File: src/rtl/crc8fr_pkg.sv
// ----------------------------------------------------------------------------
// crc8fr_pkg
// Shared types, codes and helpers of the CRC-8 frame receiver.
// ----------------------------------------------------------------------------
package crc8fr_pkg;

  // Field widths
  localparam int unsigned BYTE_W  = 8;
  localparam int unsigned LEN_W   = 6;
  localparam int unsigned IDX_W   = 5;
  localparam int unsigned STAT_W  = 3;
  localparam int unsigned TMO_W   = 16;
  localparam int unsigned HUNT_W  = 10;
  localparam int unsigned CFG_IDX_W  = 2;
  localparam int unsigned CFG_DATA_W = 16;

  localparam int unsigned DEF_MAX_PAYLOAD = 32;

  localparam logic [HUNT_W-1:0] HUNT_LIMIT = 10'd1000;
  localparam logic [BYTE_W-1:0] CRC_POLY   = 8'h07;
  localparam logic [BYTE_W-1:0] CRC_INIT   = 8'h00;
  localparam logic [LEN_W-1:0]  LEN_SAT    = 6'd63;

  // Register indexes
  localparam logic [CFG_IDX_W-1:0] REG_MAX_PAYLOAD = 2'd0;
  localparam logic [CFG_IDX_W-1:0] REG_TIMEOUT_MS  = 2'd1;
  localparam logic [CFG_IDX_W-1:0] REG_HEADER_BYTE = 2'd2;

  // Register reset values
  localparam logic [LEN_W-1:0]  RST_MAX_PAYLOAD = 6'd32;
  localparam logic [TMO_W-1:0]  RST_TIMEOUT_MS  = 16'd100;
  localparam logic [BYTE_W-1:0] RST_HEADER_BYTE = 8'hAA;

  // Result status codes
  localparam logic [STAT_W-1:0] ST_OK      = 3'd0;
  localparam logic [STAT_W-1:0] ST_TIMEOUT = 3'd1;
  localparam logic [STAT_W-1:0] ST_BADHDR  = 3'd2;
  localparam logic [STAT_W-1:0] ST_LARGE   = 3'd3;
  localparam logic [STAT_W-1:0] ST_CRC     = 3'd4;

  // Input item kinds
  localparam logic REQ_BYTE = 1'b0;
  localparam logic REQ_TICK = 1'b1;

  typedef enum logic [2:0] {
    S_IDLE,
    S_TYPE,
    S_LEN,
    S_DATA,
    S_CHECK,
    S_READ,
    S_LOAD
  } state_t;

  typedef enum logic [2:0] {
    EM_TIMEOUT,
    EM_BADHDR,
    EM_LARGE,
    EM_CRC,
    EM_OKZERO,
    EM_DATA
  } emit_t;

  // Controller to datapath
  typedef struct packed {
    logic  byte_seen;
    logic  tick_inc;
    logic  tick_clr;
    logic  hunt_inc;
    logic  hunt_clr;
    logic  start_frame;
    logic  clr_frame;
    logic  take_type;
    logic  take_len;
    logic  take_data;
    logic  take_chk;
    logic  rd_start;
    logic  rd_issue;
    logic  emit;
    emit_t emit_kind;
  } cmd_t;

  // Datapath to controller
  typedef struct packed {
    logic out_free;
    logic hunt_over;
    logic hdr_match;
    logic timeout_hit;
    logic too_large;
    logic len_zero;
    logic data_last;
    logic crc_match;
    logic frame_len_zero;
    logic rd_last;
  } sts_t;

  // One byte of CRC-8, MSB first, no reflection
  function automatic logic [BYTE_W-1:0] crc8_update(input logic [BYTE_W-1:0] crc,
                                                    input logic [BYTE_W-1:0] b);
    logic [BYTE_W-1:0] c;
    c = crc ^ b;
    for (int k = 0; k < BYTE_W; k++) begin
      if (c[BYTE_W-1]) begin
        c = {c[BYTE_W-2:0], 1'b0} ^ CRC_POLY;
      end else begin
        c = {c[BYTE_W-2:0], 1'b0};
      end
    end
    return c;
  endfunction

endpackage

File: src/rtl/crc8fr_ram.sv
// ----------------------------------------------------------------------------
// crc8fr_ram
// Generic single-write, single-read RAM with registered read data.
// ----------------------------------------------------------------------------
module crc8fr_ram #(
  parameter int unsigned WIDTH  = 8,
  parameter int unsigned DEPTH  = 32,
  parameter int unsigned ADDR_W = (DEPTH > 1) ? $clog2(DEPTH) : 1
) (
  input  logic              clk,
  input  logic              wr_en,
  input  logic [ADDR_W-1:0] wr_addr,
  input  logic [WIDTH-1:0]  wr_data,
  input  logic              rd_en,
  input  logic [ADDR_W-1:0] rd_addr,
  output logic [WIDTH-1:0]  rd_data
);

  logic [WIDTH-1:0] mem [DEPTH];

  always_ff @(posedge clk) begin
    if (wr_en) begin
      mem[wr_addr] <= wr_data;
    end
    if (rd_en) begin
      rd_data <= mem[rd_addr];
    end
  end

endmodule

File: src/rtl/crc8fr_ctrl.sv
// ----------------------------------------------------------------------------
// crc8fr_ctrl
// Frame state machine: walks header, type, length, payload and checksum,
// then steps the buffer readout.
// ----------------------------------------------------------------------------
module crc8fr_ctrl (
  input  logic               clk,
  input  logic               rst,
  input  logic               in_valid,
  output logic               in_ready,
  input  logic               req_type,
  input  crc8fr_pkg::sts_t   sts,
  output crc8fr_pkg::cmd_t   cmd
);
  import crc8fr_pkg::*;

  state_t state, state_next;
  logic   in_fire;

  always_ff @(posedge clk) begin
    if (rst) begin
      state <= S_IDLE;
    end else begin
      state <= state_next;
    end
  end

  always_comb begin
    state_next = state;
    cmd        = '0;
    cmd.emit_kind = EM_DATA;
    in_ready   = 1'b0;
    in_fire    = 1'b0;

    unique case (state)
      S_IDLE, S_TYPE, S_LEN, S_DATA, S_CHECK: begin
        in_ready = sts.out_free;
        in_fire  = in_valid && sts.out_free;
      end
      S_READ: begin
        cmd.rd_issue = 1'b1;
        state_next   = S_LOAD;
      end
      S_LOAD: begin
        if (sts.out_free) begin
          cmd.emit      = 1'b1;
          cmd.emit_kind = EM_DATA;
          state_next    = sts.rd_last ? S_IDLE : S_READ;
        end
      end
      default: state_next = S_IDLE;
    endcase

    if (in_fire) begin
      if (req_type == REQ_TICK) begin
        if (state != S_IDLE) begin
          if (sts.timeout_hit) begin
            cmd.emit      = 1'b1;
            cmd.emit_kind = EM_TIMEOUT;
            cmd.tick_clr  = 1'b1;
            state_next    = S_IDLE;
          end else begin
            cmd.tick_inc = 1'b1;
          end
        end
      end else begin
        cmd.byte_seen = 1'b1;
        priority case (state)
          S_IDLE: begin
            cmd.hunt_inc = 1'b1;
            if (sts.hunt_over) begin
              cmd.hunt_clr  = 1'b1;
              cmd.clr_frame = 1'b1;
              cmd.emit      = 1'b1;
              cmd.emit_kind = EM_BADHDR;
            end else if (sts.hdr_match) begin
              cmd.hunt_clr    = 1'b1;
              cmd.start_frame = 1'b1;
              state_next      = S_TYPE;
            end
          end
          S_TYPE: begin
            cmd.take_type = 1'b1;
            state_next    = S_LEN;
          end
          S_LEN: begin
            if (sts.too_large) begin
              cmd.emit      = 1'b1;
              cmd.emit_kind = EM_LARGE;
              state_next    = S_IDLE;
            end else begin
              cmd.take_len = 1'b1;
              state_next   = sts.len_zero ? S_CHECK : S_DATA;
            end
          end
          S_DATA: begin
            cmd.take_data = 1'b1;
            if (sts.data_last) begin
              state_next = S_CHECK;
            end
          end
          default: begin
            // checksum byte
            cmd.take_chk = 1'b1;
            state_next   = S_IDLE;
            if (!sts.crc_match) begin
              cmd.emit      = 1'b1;
              cmd.emit_kind = EM_CRC;
            end else if (sts.frame_len_zero) begin
              cmd.emit      = 1'b1;
              cmd.emit_kind = EM_OKZERO;
            end else begin
              cmd.rd_start = 1'b1;
              state_next   = S_READ;
            end
          end
        endcase
      end
    end
  end

endmodule

File: src/rtl/crc8fr_dp.sv
// ----------------------------------------------------------------------------
// crc8fr_dp
// Datapath: configuration registers, frame registers, running CRC, payload
// buffer and the result register.
// ----------------------------------------------------------------------------
module crc8fr_dp #(
  parameter int unsigned MAX_PAYLOAD = crc8fr_pkg::DEF_MAX_PAYLOAD
) (
  input  logic                                  clk,
  input  logic                                  rst,
  input  logic                                  cfg_valid,
  output logic                                  cfg_ready,
  input  logic [crc8fr_pkg::CFG_IDX_W-1:0]      cfg_index,
  input  logic [crc8fr_pkg::CFG_DATA_W-1:0]     cfg_data,
  input  logic [crc8fr_pkg::BYTE_W-1:0]         rx_byte,
  input  crc8fr_pkg::cmd_t                      cmd,
  output crc8fr_pkg::sts_t                      sts,
  output logic                                  out_valid,
  input  logic                                  out_ready,
  output logic [crc8fr_pkg::STAT_W-1:0]         status,
  output logic [crc8fr_pkg::BYTE_W-1:0]         cmd_type,
  output logic [crc8fr_pkg::LEN_W-1:0]          payload_len,
  output logic [crc8fr_pkg::IDX_W-1:0]          byte_index,
  output logic [crc8fr_pkg::BYTE_W-1:0]         payload_byte,
  output logic [crc8fr_pkg::BYTE_W-1:0]         rx_checksum,
  output logic                                  last
);
  import crc8fr_pkg::*;

  localparam int unsigned ADDR_W = (MAX_PAYLOAD > 1) ? $clog2(MAX_PAYLOAD) : 1;
  localparam logic [BYTE_W-1:0] MaxLen = BYTE_W'(MAX_PAYLOAD);

  // configuration
  logic [LEN_W-1:0]  max_payload;
  logic [TMO_W-1:0]  timeout_ms;
  logic [BYTE_W-1:0] header_byte;

  // frame state
  logic [HUNT_W-1:0] hunt_count;
  logic [TMO_W-1:0]  quiet_ticks;
  logic [BYTE_W-1:0] frame_type;
  logic [LEN_W-1:0]  frame_len;
  logic [LEN_W-1:0]  bytes_taken;
  logic [BYTE_W-1:0] running_crc;
  logic [BYTE_W-1:0] chk;
  logic [LEN_W-1:0]  rd_idx;

  logic [BYTE_W-1:0] rd_data;
  logic [BYTE_W-1:0] limit;
  logic [BYTE_W-1:0] crc_next;
  logic [HUNT_W-1:0] hunt_next;
  logic [TMO_W:0]    quiet_next;
  logic              out_free;

  assign cfg_ready = 1'b1;

  always_ff @(posedge clk) begin
    if (rst) begin
      max_payload <= RST_MAX_PAYLOAD;
      timeout_ms  <= RST_TIMEOUT_MS;
      header_byte <= RST_HEADER_BYTE;
    end else if (cfg_valid) begin
      unique case (cfg_index)
        REG_MAX_PAYLOAD: max_payload <= cfg_data[LEN_W-1:0];
        REG_TIMEOUT_MS:  timeout_ms  <= cfg_data[TMO_W-1:0];
        REG_HEADER_BYTE: header_byte <= cfg_data[BYTE_W-1:0];
        default: ;
      endcase
    end
  end

  assign limit      = (BYTE_W'(max_payload) > MaxLen) ? MaxLen : BYTE_W'(max_payload);
  assign crc_next   = crc8_update(cmd.start_frame ? CRC_INIT : running_crc, rx_byte);
  assign hunt_next  = hunt_count + 1'b1;
  assign quiet_next = {1'b0, quiet_ticks} + 1'b1;
  assign out_free   = !out_valid || out_ready;

  always_comb begin
    sts                = '0;
    sts.out_free       = out_free;
    sts.hunt_over      = hunt_next > HUNT_LIMIT;
    sts.hdr_match      = rx_byte == header_byte;
    sts.timeout_hit    = quiet_next > {1'b0, timeout_ms};
    sts.too_large      = rx_byte > limit;
    sts.len_zero       = rx_byte == '0;
    sts.data_last      = ((LEN_W + 1)'(bytes_taken) + 1'b1) >= (LEN_W + 1)'(frame_len);
    sts.crc_match      = running_crc == rx_byte;
    sts.frame_len_zero = frame_len == '0;
    sts.rd_last        = ((LEN_W + 1)'(rd_idx) + 1'b1) == (LEN_W + 1)'(frame_len);
  end

  always_ff @(posedge clk) begin
    if (rst) begin
      hunt_count  <= '0;
      quiet_ticks <= '0;
      frame_type  <= '0;
      frame_len   <= '0;
      bytes_taken <= '0;
      running_crc <= '0;
      rd_idx      <= '0;
    end else begin
      if (cmd.hunt_clr) begin
        hunt_count <= '0;
      end else if (cmd.hunt_inc) begin
        hunt_count <= hunt_next;
      end

      if (cmd.byte_seen || cmd.tick_clr) begin
        quiet_ticks <= '0;
      end else if (cmd.tick_inc) begin
        quiet_ticks <= quiet_next[TMO_W-1:0];
      end

      if (cmd.start_frame || cmd.clr_frame) begin
        frame_type <= '0;
        frame_len  <= '0;
      end
      if (cmd.start_frame) begin
        bytes_taken <= '0;
      end
      if (cmd.start_frame || cmd.take_type || cmd.take_len || cmd.take_data) begin
        running_crc <= crc_next;
      end
      if (cmd.take_type) begin
        frame_type <= rx_byte;
      end
      if (cmd.take_len) begin
        frame_len   <= rx_byte[LEN_W-1:0];
        bytes_taken <= '0;
      end
      if (cmd.take_data) begin
        bytes_taken <= bytes_taken + 1'b1;
      end

      if (cmd.rd_start) begin
        rd_idx <= '0;
      end else if (cmd.emit && cmd.emit_kind == EM_DATA) begin
        rd_idx <= rd_idx + 1'b1;
      end
    end
  end

  always_ff @(posedge clk) begin
    if (cmd.take_chk) begin
      chk <= rx_byte;
    end
  end

  crc8fr_ram #(
    .WIDTH  (BYTE_W),
    .DEPTH  (MAX_PAYLOAD),
    .ADDR_W (ADDR_W)
  ) u_buf (
    .clk     (clk),
    .wr_en   (cmd.take_data && ((LEN_W + 1)'(bytes_taken) < (LEN_W + 1)'(MAX_PAYLOAD))),
    .wr_addr (bytes_taken[ADDR_W-1:0]),
    .wr_data (rx_byte),
    .rd_en   (cmd.rd_issue),
    .rd_addr (rd_idx[ADDR_W-1:0]),
    .rd_data (rd_data)
  );

  // result register
  always_ff @(posedge clk) begin
    if (rst) begin
      out_valid <= 1'b0;
    end else if (cmd.emit) begin
      out_valid <= 1'b1;
    end else if (out_ready) begin
      out_valid <= 1'b0;
    end
  end

  always_ff @(posedge clk) begin
    if (cmd.emit) begin
      cmd_type     <= frame_type;
      payload_len  <= frame_len;
      byte_index   <= '0;
      payload_byte <= '0;
      rx_checksum  <= '0;
      last         <= 1'b1;
      unique case (cmd.emit_kind)
        EM_TIMEOUT: status <= ST_TIMEOUT;
        EM_BADHDR: begin
          status      <= ST_BADHDR;
          cmd_type    <= '0;
          payload_len <= '0;
        end
        EM_LARGE: begin
          status      <= ST_LARGE;
          payload_len <= (rx_byte > BYTE_W'(LEN_SAT)) ? LEN_SAT : rx_byte[LEN_W-1:0];
        end
        EM_CRC: begin
          status      <= ST_CRC;
          rx_checksum <= rx_byte;
        end
        EM_OKZERO: begin
          status      <= ST_OK;
          rx_checksum <= rx_byte;
        end
        EM_DATA: begin
          status       <= ST_OK;
          byte_index   <= rd_idx[IDX_W-1:0];
          payload_byte <= rd_data;
          rx_checksum  <= chk;
          last         <= sts.rd_last;
        end
        default: status <= ST_OK;
      endcase
    end
  end

endmodule

File: src/rtl/crc8_frame_receiver_core.sv
// ----------------------------------------------------------------------------
// crc8_frame_receiver_core
// Byte-serial frame receiver with header hunt, length check and CRC-8.
// ----------------------------------------------------------------------------
// Each input transfer is either a received byte or a one millisecond tick,
// and is taken whenever the result register is free, outside readout. The
// block hunts for header_byte (reporting bad header after more than 1000
// bytes without one), then takes type, length, payload and checksum. CRC-8
// uses polynomial 0x07, initial value 0, MSB first, over header, type,
// length and payload. A good frame is read back from the payload buffer one
// result per payload byte, or a single result if empty; each buffer entry
// takes a registered RAM read, then a result load that waits for a free
// result register; no input is taken during readout. Errors (timeout, bad
// header, payload too large, CRC mismatch) give one result each, with last
// set, and return the receiver to the hunt. Configuration writes are always
// taken and should only be issued while the block is quiet.
// ----------------------------------------------------------------------------
module crc8_frame_receiver_core #(
  parameter int unsigned MAX_PAYLOAD = crc8fr_pkg::DEF_MAX_PAYLOAD
) (
  input  logic                              clk,
  input  logic                              rst,
  // input items
  input  logic                              in_valid,
  output logic                              in_ready,
  input  logic                              req_type,
  input  logic [crc8fr_pkg::BYTE_W-1:0]     rx_byte,
  // results
  output logic                              out_valid,
  input  logic                              out_ready,
  output logic [crc8fr_pkg::STAT_W-1:0]     status,
  output logic [crc8fr_pkg::BYTE_W-1:0]     cmd_type,
  output logic [crc8fr_pkg::LEN_W-1:0]      payload_len,
  output logic [crc8fr_pkg::IDX_W-1:0]      byte_index,
  output logic [crc8fr_pkg::BYTE_W-1:0]     payload_byte,
  output logic [crc8fr_pkg::BYTE_W-1:0]     rx_checksum,
  output logic                              last,
  // configuration writes
  input  logic                              cfg_valid,
  output logic                              cfg_ready,
  input  logic [crc8fr_pkg::CFG_IDX_W-1:0]  cfg_index,
  input  logic [crc8fr_pkg::CFG_DATA_W-1:0] cfg_data
);
  import crc8fr_pkg::*;

  cmd_t cmd;
  sts_t sts;

  // Sequence the frame and drive the datapath
  crc8fr_ctrl u_ctrl (
    .clk      (clk),
    .rst      (rst),
    .in_valid (in_valid),
    .in_ready (in_ready),
    .req_type (req_type),
    .sts      (sts),
    .cmd      (cmd)
  );

  // Hold frame state, buffer the payload and present results
  crc8fr_dp #(
    .MAX_PAYLOAD (MAX_PAYLOAD)
  ) u_dp (
    .clk          (clk),
    .rst          (rst),
    .cfg_valid    (cfg_valid),
    .cfg_ready    (cfg_ready),
    .cfg_index    (cfg_index),
    .cfg_data     (cfg_data),
    .rx_byte      (rx_byte),
    .cmd          (cmd),
    .sts          (sts),
    .out_valid    (out_valid),
    .out_ready    (out_ready),
    .status       (status),
    .cmd_type     (cmd_type),
    .payload_len  (payload_len),
    .byte_index   (byte_index),
    .payload_byte (payload_byte),
    .rx_checksum  (rx_checksum),
    .last         (last)
  );

endmodule

File: config.mk
export PLATFORM = sky130hd
export DESIGN_NAME = crc8_frame_receiver_core
export DESIGN_NICKNAME = d
export VERILOG_FILES = /design/src/rtl/crc8fr_pkg.sv /design/src/rtl/crc8fr_ram.sv /design/src/rtl/crc8fr_ctrl.sv /design/src/rtl/crc8fr_dp.sv /design/src/rtl/crc8_frame_receiver_core.sv
export SDC_FILE = /design/constraint.sdc
export NUM_CORES = 1
export LEC_CHECK = 0
export BUFFER_PORTS_ARGS = -buffer_cell sky130_fd_sc_hd__buf_2
export CAP_MARGIN = 0
export CORE_ASPECT_RATIO = 0.75
export CORE_MARGIN = 3
export CORE_UTILIZATION = 60
export DETAILED_ROUTE_END_ITERATION = 10
export PLACE_DENSITY = 0.74
export SKIP_LAST_GASP = 1
export SYNTH_ARGS = -nofsm -noshare
export SYNTH_HDL_FRONTEND = slang
export SYNTH_SLANG_ARGS = --single-unit
File: constraint.sdc
create_clock -name clk -period 6.17 [get_ports clk]
set_input_delay 0.9255 -clock clk [delete_from_list [all_inputs] [get_ports clk]]
set_output_delay 0.9255 -clock clk [all_outputs]
set_load 0.005 [all_outputs]
==> results of run 1 <==
[worst reg2reg max path, stage by stage, from the launching register on]
cell and delay [ns]:
dfxtp_1 0.41, ha_1 0.23, nand3_1 0.19, nor3_1 0.40
and3_1 0.29, and3_1 0.24, nand3_1 0.13, xnor2_1 0.15
ha_1 0.29, a21o_1 0.16, a221o_1 0.34, a31oi_1 0.19
mux2_2 0.19, a31oi_1 0.04, buf_4 0.21, or2_0 0.42
a32oi_2 0.23, buf_4 0.28, nand2_1 0.38, buf_4 0.40
[stage by stage]
stage | setup slack (ns) | hold WS, ns | instance area, sq um
6_report | 0.759 | 0.453 | 19900
3_5_place_dp | 0.866 | 0.449 | 18600
2_1_floorplan | 1.14 | 0.436 | 17900
4_1_cts | 0.843 | 0.457 | 19900
3_3_place_gp | 0.989 | 0.444 | 18600
5_1_grt | 0.457 | 0.470 | 19900
[logic make-up after synthesis]
family	count (synthesis)	synth area share
AO/OA/AOI/OAI	153	0.0565
buffers and inverters	107	0.0237
AND/OR/NAND/NOR	395	0.106
flip-flops	405	0.626
multiplexers	105	0.115
adder cells (fa/ha/maj)	36	0.0251
XOR/XNOR	98	0.0479
other	1	0.000209
[cell type report]
class,instances,area (sq um),share of cell area
Inverter,36,135,0.00678
Clock buffer,56,1120,0.0564
Tap cell,392,490,0.0246
Multi-Input combinational cell,788,6280,0.315
Timing Repair Buffer,92,510,0.0256
Sequential cell,405,11200,0.563
Clock inverter,14,164,0.00822
[layer usage]
metal	global-route usage	vias up	wire, microns
li1	-	4995	-
met1	0.400	5432	18100
met2	0.360	466	17100
met3	0.0578	55	3720
met4	0.0582	2	601
met5	0	-	13
[path summary, 6_finish.rpt]
| kind | depth (start not counted) | slack [ns] | end |
|---|---|---|---|
| hold / removal | 2 | 0.45 | u_dp.timeout_ms[13]$_SDFFE_PP0P_ |
| hold reg to reg | 2 | 0.45 | u_dp.timeout_ms[13]$_SDFFE_PP0P_ |
| setup / recovery | 19 | 0.76 | u_dp.payload_byte[3]$_SDFFCE_PP0P_ |
| setup reg to reg | 19 | 0.76 | u_dp.payload_byte[3]$_SDFFCE_PP0P_ |
[power by group]
part,internal [mW],leakage [nW],total [mW],switching [mW]
logic,0.0463,2.41,0.156,0.109
registers,2.93,3.54,2.94,0.00534
clock network,1.40,0.634,2.39,0.991
total,4.38,6.59,5.48,1.11
[placed cells by master (no fill, tap or decap), types with 8 or more instances in the layout]
cell,n
buf_2,72
xor2_1,33
xnor2_1,65
inv_1,36
mux2_2,9
and2_1,16
a22o_1,8
dfxtp_1,92
mux2i_1,16
edfxtp_1,311
a21o_1,8
clkbuf_1,9
buf_4,20
o21ai_0,29
clkbuf_16,40
nor2b_1,18
nor2_1,117
nand4_1,9
a31oi_1,10
nand2_1,103
nand3_1,35
nor4_1,14
nor3_1,25
and3_1,9
or3_1,11
ha_1,36
a21oi_1,47
mux4_2,80
[sequential cells by signal, indices dropped and copies added, names as in the netlist, 3 cells and up]
name	count
u_dp.u_buf.mem	256
u_dp.quiet_ticks	16
u_dp.timeout_ms	16
u_dp.hunt_count	10
u_dp.chk	8
u_dp.cmd_type	8
u_dp.frame_type	8
u_dp.header_byte	8
u_dp.payload_byte	8
u_dp.running_crc	8
u_dp.rx_checksum	8
u_dp.u_buf.rd_data	8
u_dp.bytes_taken	6
u_dp.frame_len	6
u_dp.max_payload	6
u_dp.payload_len	6
u_dp.rd_idx	6
u_dp.byte_index	5
u_ctrl.state	3
u_dp.status	3
==> impl_metrics.tcl, run 1 <==
set metrics [dict create \
    htreeDepth 2 \
    cts-root-buf "clkbuf_16" \
    worstSetupStartpoint "u_dp.quiet_ticks[0]$_SDFFE_PP0P_" \
    setup_tns_ns 0 \
    power_mw 5.48 \
    dp_cells 1713 \
    cts_hold_buf 0 \
    clk_latency_ns 0.55 \
    drt_iter0_drc 982 \
    drive_above_1_share 0.183 \
    rsz0062_at_grt "no" \
    netlist.area_leader.share 0.521 \
    rows 54 \
    die_x_microns 206 \
    cap_violations 0 \
    antenna_cells 0 \
    hp-class "reg -> reg" \
    synth_common_cells "311 x edfxtp_1, 117 x nor2_1, 103 x nand2_1" \
    dieArea_sq_um 32000 \
    path_clk_slew_ns 0.06 \
    n_fill_cell 2007 \
    globalplace.congestion 0.905 \
    cp_slowest_cell "dfxtp_1" \
    power_density_nw_per_um2 275 \
    period_share 0.877 \
    cp_num_buf_inv 3 \
    grt_max_degree 65 \
    ys_seq_area_frac 0.626 \
    grt_overflow_total 0 \
    async_flop_share 0 \
    drt_first_pass_iters 5 \
    cts_setup_buffers 0 \
    cts.sink_count 405 \
    drc 0 \
    numCtsBuffers 40 \
    grt_usage 0.252 \
    area_growth_pct 11.2 \
    yosysMostFrequentCell "edfxtp_1" \
    critPathMaxStageDelay_ns 0.41 \
    clk_path_buf_depth 3 \
    cp.arrival_ns 5.68 \
    post_cts_resized 0 \
    fmax_ghz 0.185 \
    grt_pass1_vias 10600 \
    ir_drop_uv 248 \
    hp-start "u_dp.timeout_ms[13]$_SDFFE_PP0P_" \
    ys_top_cells_by_area "edfxtp_1 52%, dfxtp_1 10%, mux4_2 10%" \
    synth_edf_count 311 \
    netlist_instances 1300 \
    utilization 0.681 \
    io_pins 74 \
    path_cells "ha_1, nand3_1, nor3_1, and3_1, and3_1, nand3_1, xnor2_1, ha_1, a21o_1, a221o_1, a31oi_1, mux2_2, a31oi_1, buf_4, or2_0, a32oi_2, buf_4, nand2_1, buf_4" \
    tightest_slew_ns 1.01 \
    synthesis.area_sq_um 17900 \
    cp.required_ns 6.44 \
    nNetsFinal 1431 \
    start_kind "flip-flop" \
    slew_headroom 0.329 \
    antenna_found_initial 2 \
    synth_nets 1368 \
    vias 11000 \
    ys.flop_type "edfxtp_1" \
    yosysUniqueCellTypes 71 \
    start_util 0.613 \
    r2r_start "u_dp.quiet_ticks[0]$_SDFFE_PP0P_" \
    critical-path-top-delay-family "simple AND/OR/NAND/NOR gates" \
    crit_top_cell "buf_4" \
    grt_pass1_wl_mm 61.2 \
    netlist.top_cell.by_area "edfxtp_1" \
    dieHeight_microns 156 \
    drv_slew 0 \
    skew_ns 0.0276 \
    postRouteAntennaNets 0 \
    crit_path_end_kind "flip-flop" \
    coreArea_sq_um 29300 \
    finalSetupViolCount 0 \
    wl_per_cell_microns 22.2 \
    yosysWarnings 0 \
    fin_crit_ns 5.41 \
    ys_ff_latch 405 \
    p_leak_nw 6.59 \
    stdcell_count 1783 \
    crit_fanout 26 \
    portBuffers 72 \
    avgSynthCellArea_sq_um 13.8 \
    wirelength_mm 39.6 \
    final_hold_viol_count 0 \
    hpwl_mm 26.3 \
    cts_tree "built" \
    vias_per_cell 6.14 \
    status "completed" \
    crit_type "reg -> reg" \
]
Note: power is estimated with default switching activity, not from simulation.
==> run 2: changes to the inputs <==
Settings changed: BUFFER_PORTS_ARGS -buffer_cell sky130_fd_sc_hd__buf_2 to default, CORE_MARGIN 3 to default, DONT_BUFFER_PORTS from default to 1, PLACE_DENSITY 0.74 to 0.72, SETUP_SLACK_MARGIN from default to 0.5.
==> run 2 against run 1 <==
Against the previous run:
- first-iteration DRC count decreased by 3.5%
- via count shrank 3.1%
- sequential share of layout area up 1.5 points
- final cell count is 4.8% lower
- power shrank 3.2%
- sequential power barely moved
- sequential cell count unchanged
- clock power decreased by 4%
- fmax is 8.8% higher
- global-route usage grew 0.74 points
- cell area is 2.6% lower
- non-clock buffer count fell by 83
==> impl_metrics.tcl, run 2 (synthesis results as in run 1) <==
set metrics [dict create \
    dieArea_sq_um 30600 \
    post_cts_resized 0 \
    skew_ns 0.0236 \
    ir_drop_uv 320 \
    hp-class "in -> reg" \
    fmax_ghz 0.201 \
    start_kind "flip-flop" \
    use_met2 0.388 \
    portBuffers 0 \
    io_pins 74 \
    wl_per_cell_microns 22.6 \
    start_util 0.613 \
    rrSetupSlack_ns 1.20 \
    cts_setup_buffers 0 \
    r2r_start "u_dp.quiet_ticks[0]$_SDFFE_PP0P_" \
    utilization 0.663 \
    drv_slew 0 \
    most-common-layout-cells "311 x edfxtp_1, 117 x nor2_1, 103 x nand2_1" \
    hpwl_mm 24.1 \
    largest_reg_flops 256 \
    busiest_layer "met1" \
    finalSetupViolCount 0 \
    place_ws_ns 1.30 \
    postRouteAntennaNets 0 \
    cts-root-buf "clkbuf_16" \
    drive_above_1_share 0.130 \
    clk_path_buf_depth 3 \
    crit_type "reg -> reg" \
    setup_tns_ns 0 \
    met1_usage 0.389 \
    drt_first_pass_iters 5 \
    p_leak_nw 6.22 \
    htreeDepth 2 \
    area_growth_pct 8.27 \
    drc 0 \
    vias_per_cell 6.25 \
    grt_pass1_wl_mm 59.3 \
    rsz0062_at_grt "no" \
    power_density_nw_per_um2 274 \
    drt_iter0_drc 948 \
    crit_fanout 39 \
    timing.rr.end "u_dp.cmd_type[7]$_SDFFCE_PP0P_" \
    cts_hold_buf 0 \
    wirelength_mm 38.5 \
    cts.sink_count 405 \
    dieHeight_microns 152 \
    vias 10600 \
    final_hold_viol_count 0 \
    antenna_cells 0 \
    tightest_slew_ns 1.33 \
    die_x_microns 202 \
    regMostFlops "u_dp.u_buf.mem" \
    holdPathEnd "u_dp.timeout_ms[7]$_SDFFE_PP0P_" \
    hp-start "rst" \
    path_clk_slew_ns 0.06 \
    layout_commonest_cell "edfxtp_1" \
    clk_latency_ns 0.55 \
    cap_violations 0 \
    crit_path_end_kind "flip-flop" \
    slew_headroom 0.105 \
    cts_tree "built" \
    reg2reg_depth 18 \
    cp.required_ns 6.35 \
    grt_usage 0.260 \
    n_fill_cell 2048 \
    globalplace.congestion 0.900 \
    coreArea_sq_um 29300 \
    grt_pass1_vias 10200 \
    antenna_found_initial 1 \
    top_regs "u_dp.u_buf.mem: 256 flops, u_dp.quiet_ticks: 16 flops, u_dp.timeout_ms: 16 flops" \
    grt_overflow_total 0 \
    setup_slack_ns 1.20 \
    rows 54 \
    use_met3 0.0554 \
    fin_crit_ns 4.97 \
    period_share 0.806 \
    holdPathStages 1 \
    status "completed" \
    nNetsFinal 1347 \
    numCtsBuffers 39 \
    grt_max_degree 66 \
    cp.arrival_ns 5.15 \
]
==> run 2: worst max path at each step <==
stage	start	to	slack, ns	cells after the start
floorplan	u_dp.quiet_ticks[0]$_SDFFE_PP0P_	u_dp.byte_index[0]$_SDFFCE_PP0P_	1.14	18
global placement	u_dp.quiet_ticks[0]$_SDFFE_PP0P_	u_dp.cmd_type[7]$_SDFFCE_PP0P_	1.41	18
detailed placement	u_dp.quiet_ticks[0]$_SDFFE_PP0P_	u_dp.cmd_type[7]$_SDFFCE_PP0P_	1.30	18
CTS	u_dp.quiet_ticks[0]$_SDFFE_PP0P_	u_dp.rx_checksum[7]$_DFFE_PP_	1.27	18
global route	u_dp.quiet_ticks[0]$_SDFFE_PP0P_	u_dp.cmd_type[7]$_SDFFCE_PP0P_	0.77	17
finish	u_dp.quiet_ticks[0]$_SDFFE_PP0P_	u_dp.cmd_type[7]$_SDFFCE_PP0P_	1.20	18
==> run 2: where the power goes <==
part / leakage [nW] / internal, mW / switching (mW) / total (mW)
sequential: 3.54 / 2.93 / 0.00525 / 2.94
clock: 0.584 / 1.28 / 1.00 / 2.29
combinational: 2.09 / 0.0362 / 0.0504 / 0.0866
==> run 2: critical path, cell delays in order, from the launching register on <==
cell	delay, ns
dfxtp_1	0.42
ha_1	0.24
nand3_1	0.17
nor3_1	0.38
and3_1	0.28
and3_1	0.23
nand3_1	0.13
xnor2_1	0.16
ha_1	0.30
and3_1	0.20
a221o_1	0.15
a31oi_1	0.05
mux2_2	0.28
a31oi_1	0.22
or2_0	0.52
a32oi_2	0.09
buf_4	0.25
nand2_1	0.09
buf_4	0.43
==> run 2: metrics by stage <==
step	std cells	instance area, sq um	power, mW	hold slack, ns
global route	1698	19400	5.47	0.433
floorplan	1300	17900	3.08	0.436
finish	1698	19400	5.31	0.445
CTS	1698	19400	5.35	0.427
detailed placement	1630	18200	3.08	0.444
global placement	1630	18200	3.08	0.438
==> run 2: layer usage <==
layer,share of wire,vias to the layer above
met2,0.44,468
li1,-,4835
met4,0.016,0
met1,0.45,5267
met5,0,-
met3,0.091,45
==> run 2: area by class of cell <==
| type | count | area [sq um] | share of cell area |
|---|---|---|---|
| sequential | 405 | 11200 | 0.578 |
| multi-input combinational | 788 | 6280 | 0.324 |
| clock buffer | 50 | 1040 | 0.0535 |
| tap | 392 | 490 | 0.0253 |
| clock inverter | 18 | 169 | 0.00870 |
| inverter | 36 | 135 | 0.00696 |
| timing repair buffer | 9 | 67.6 | 0.00348 |
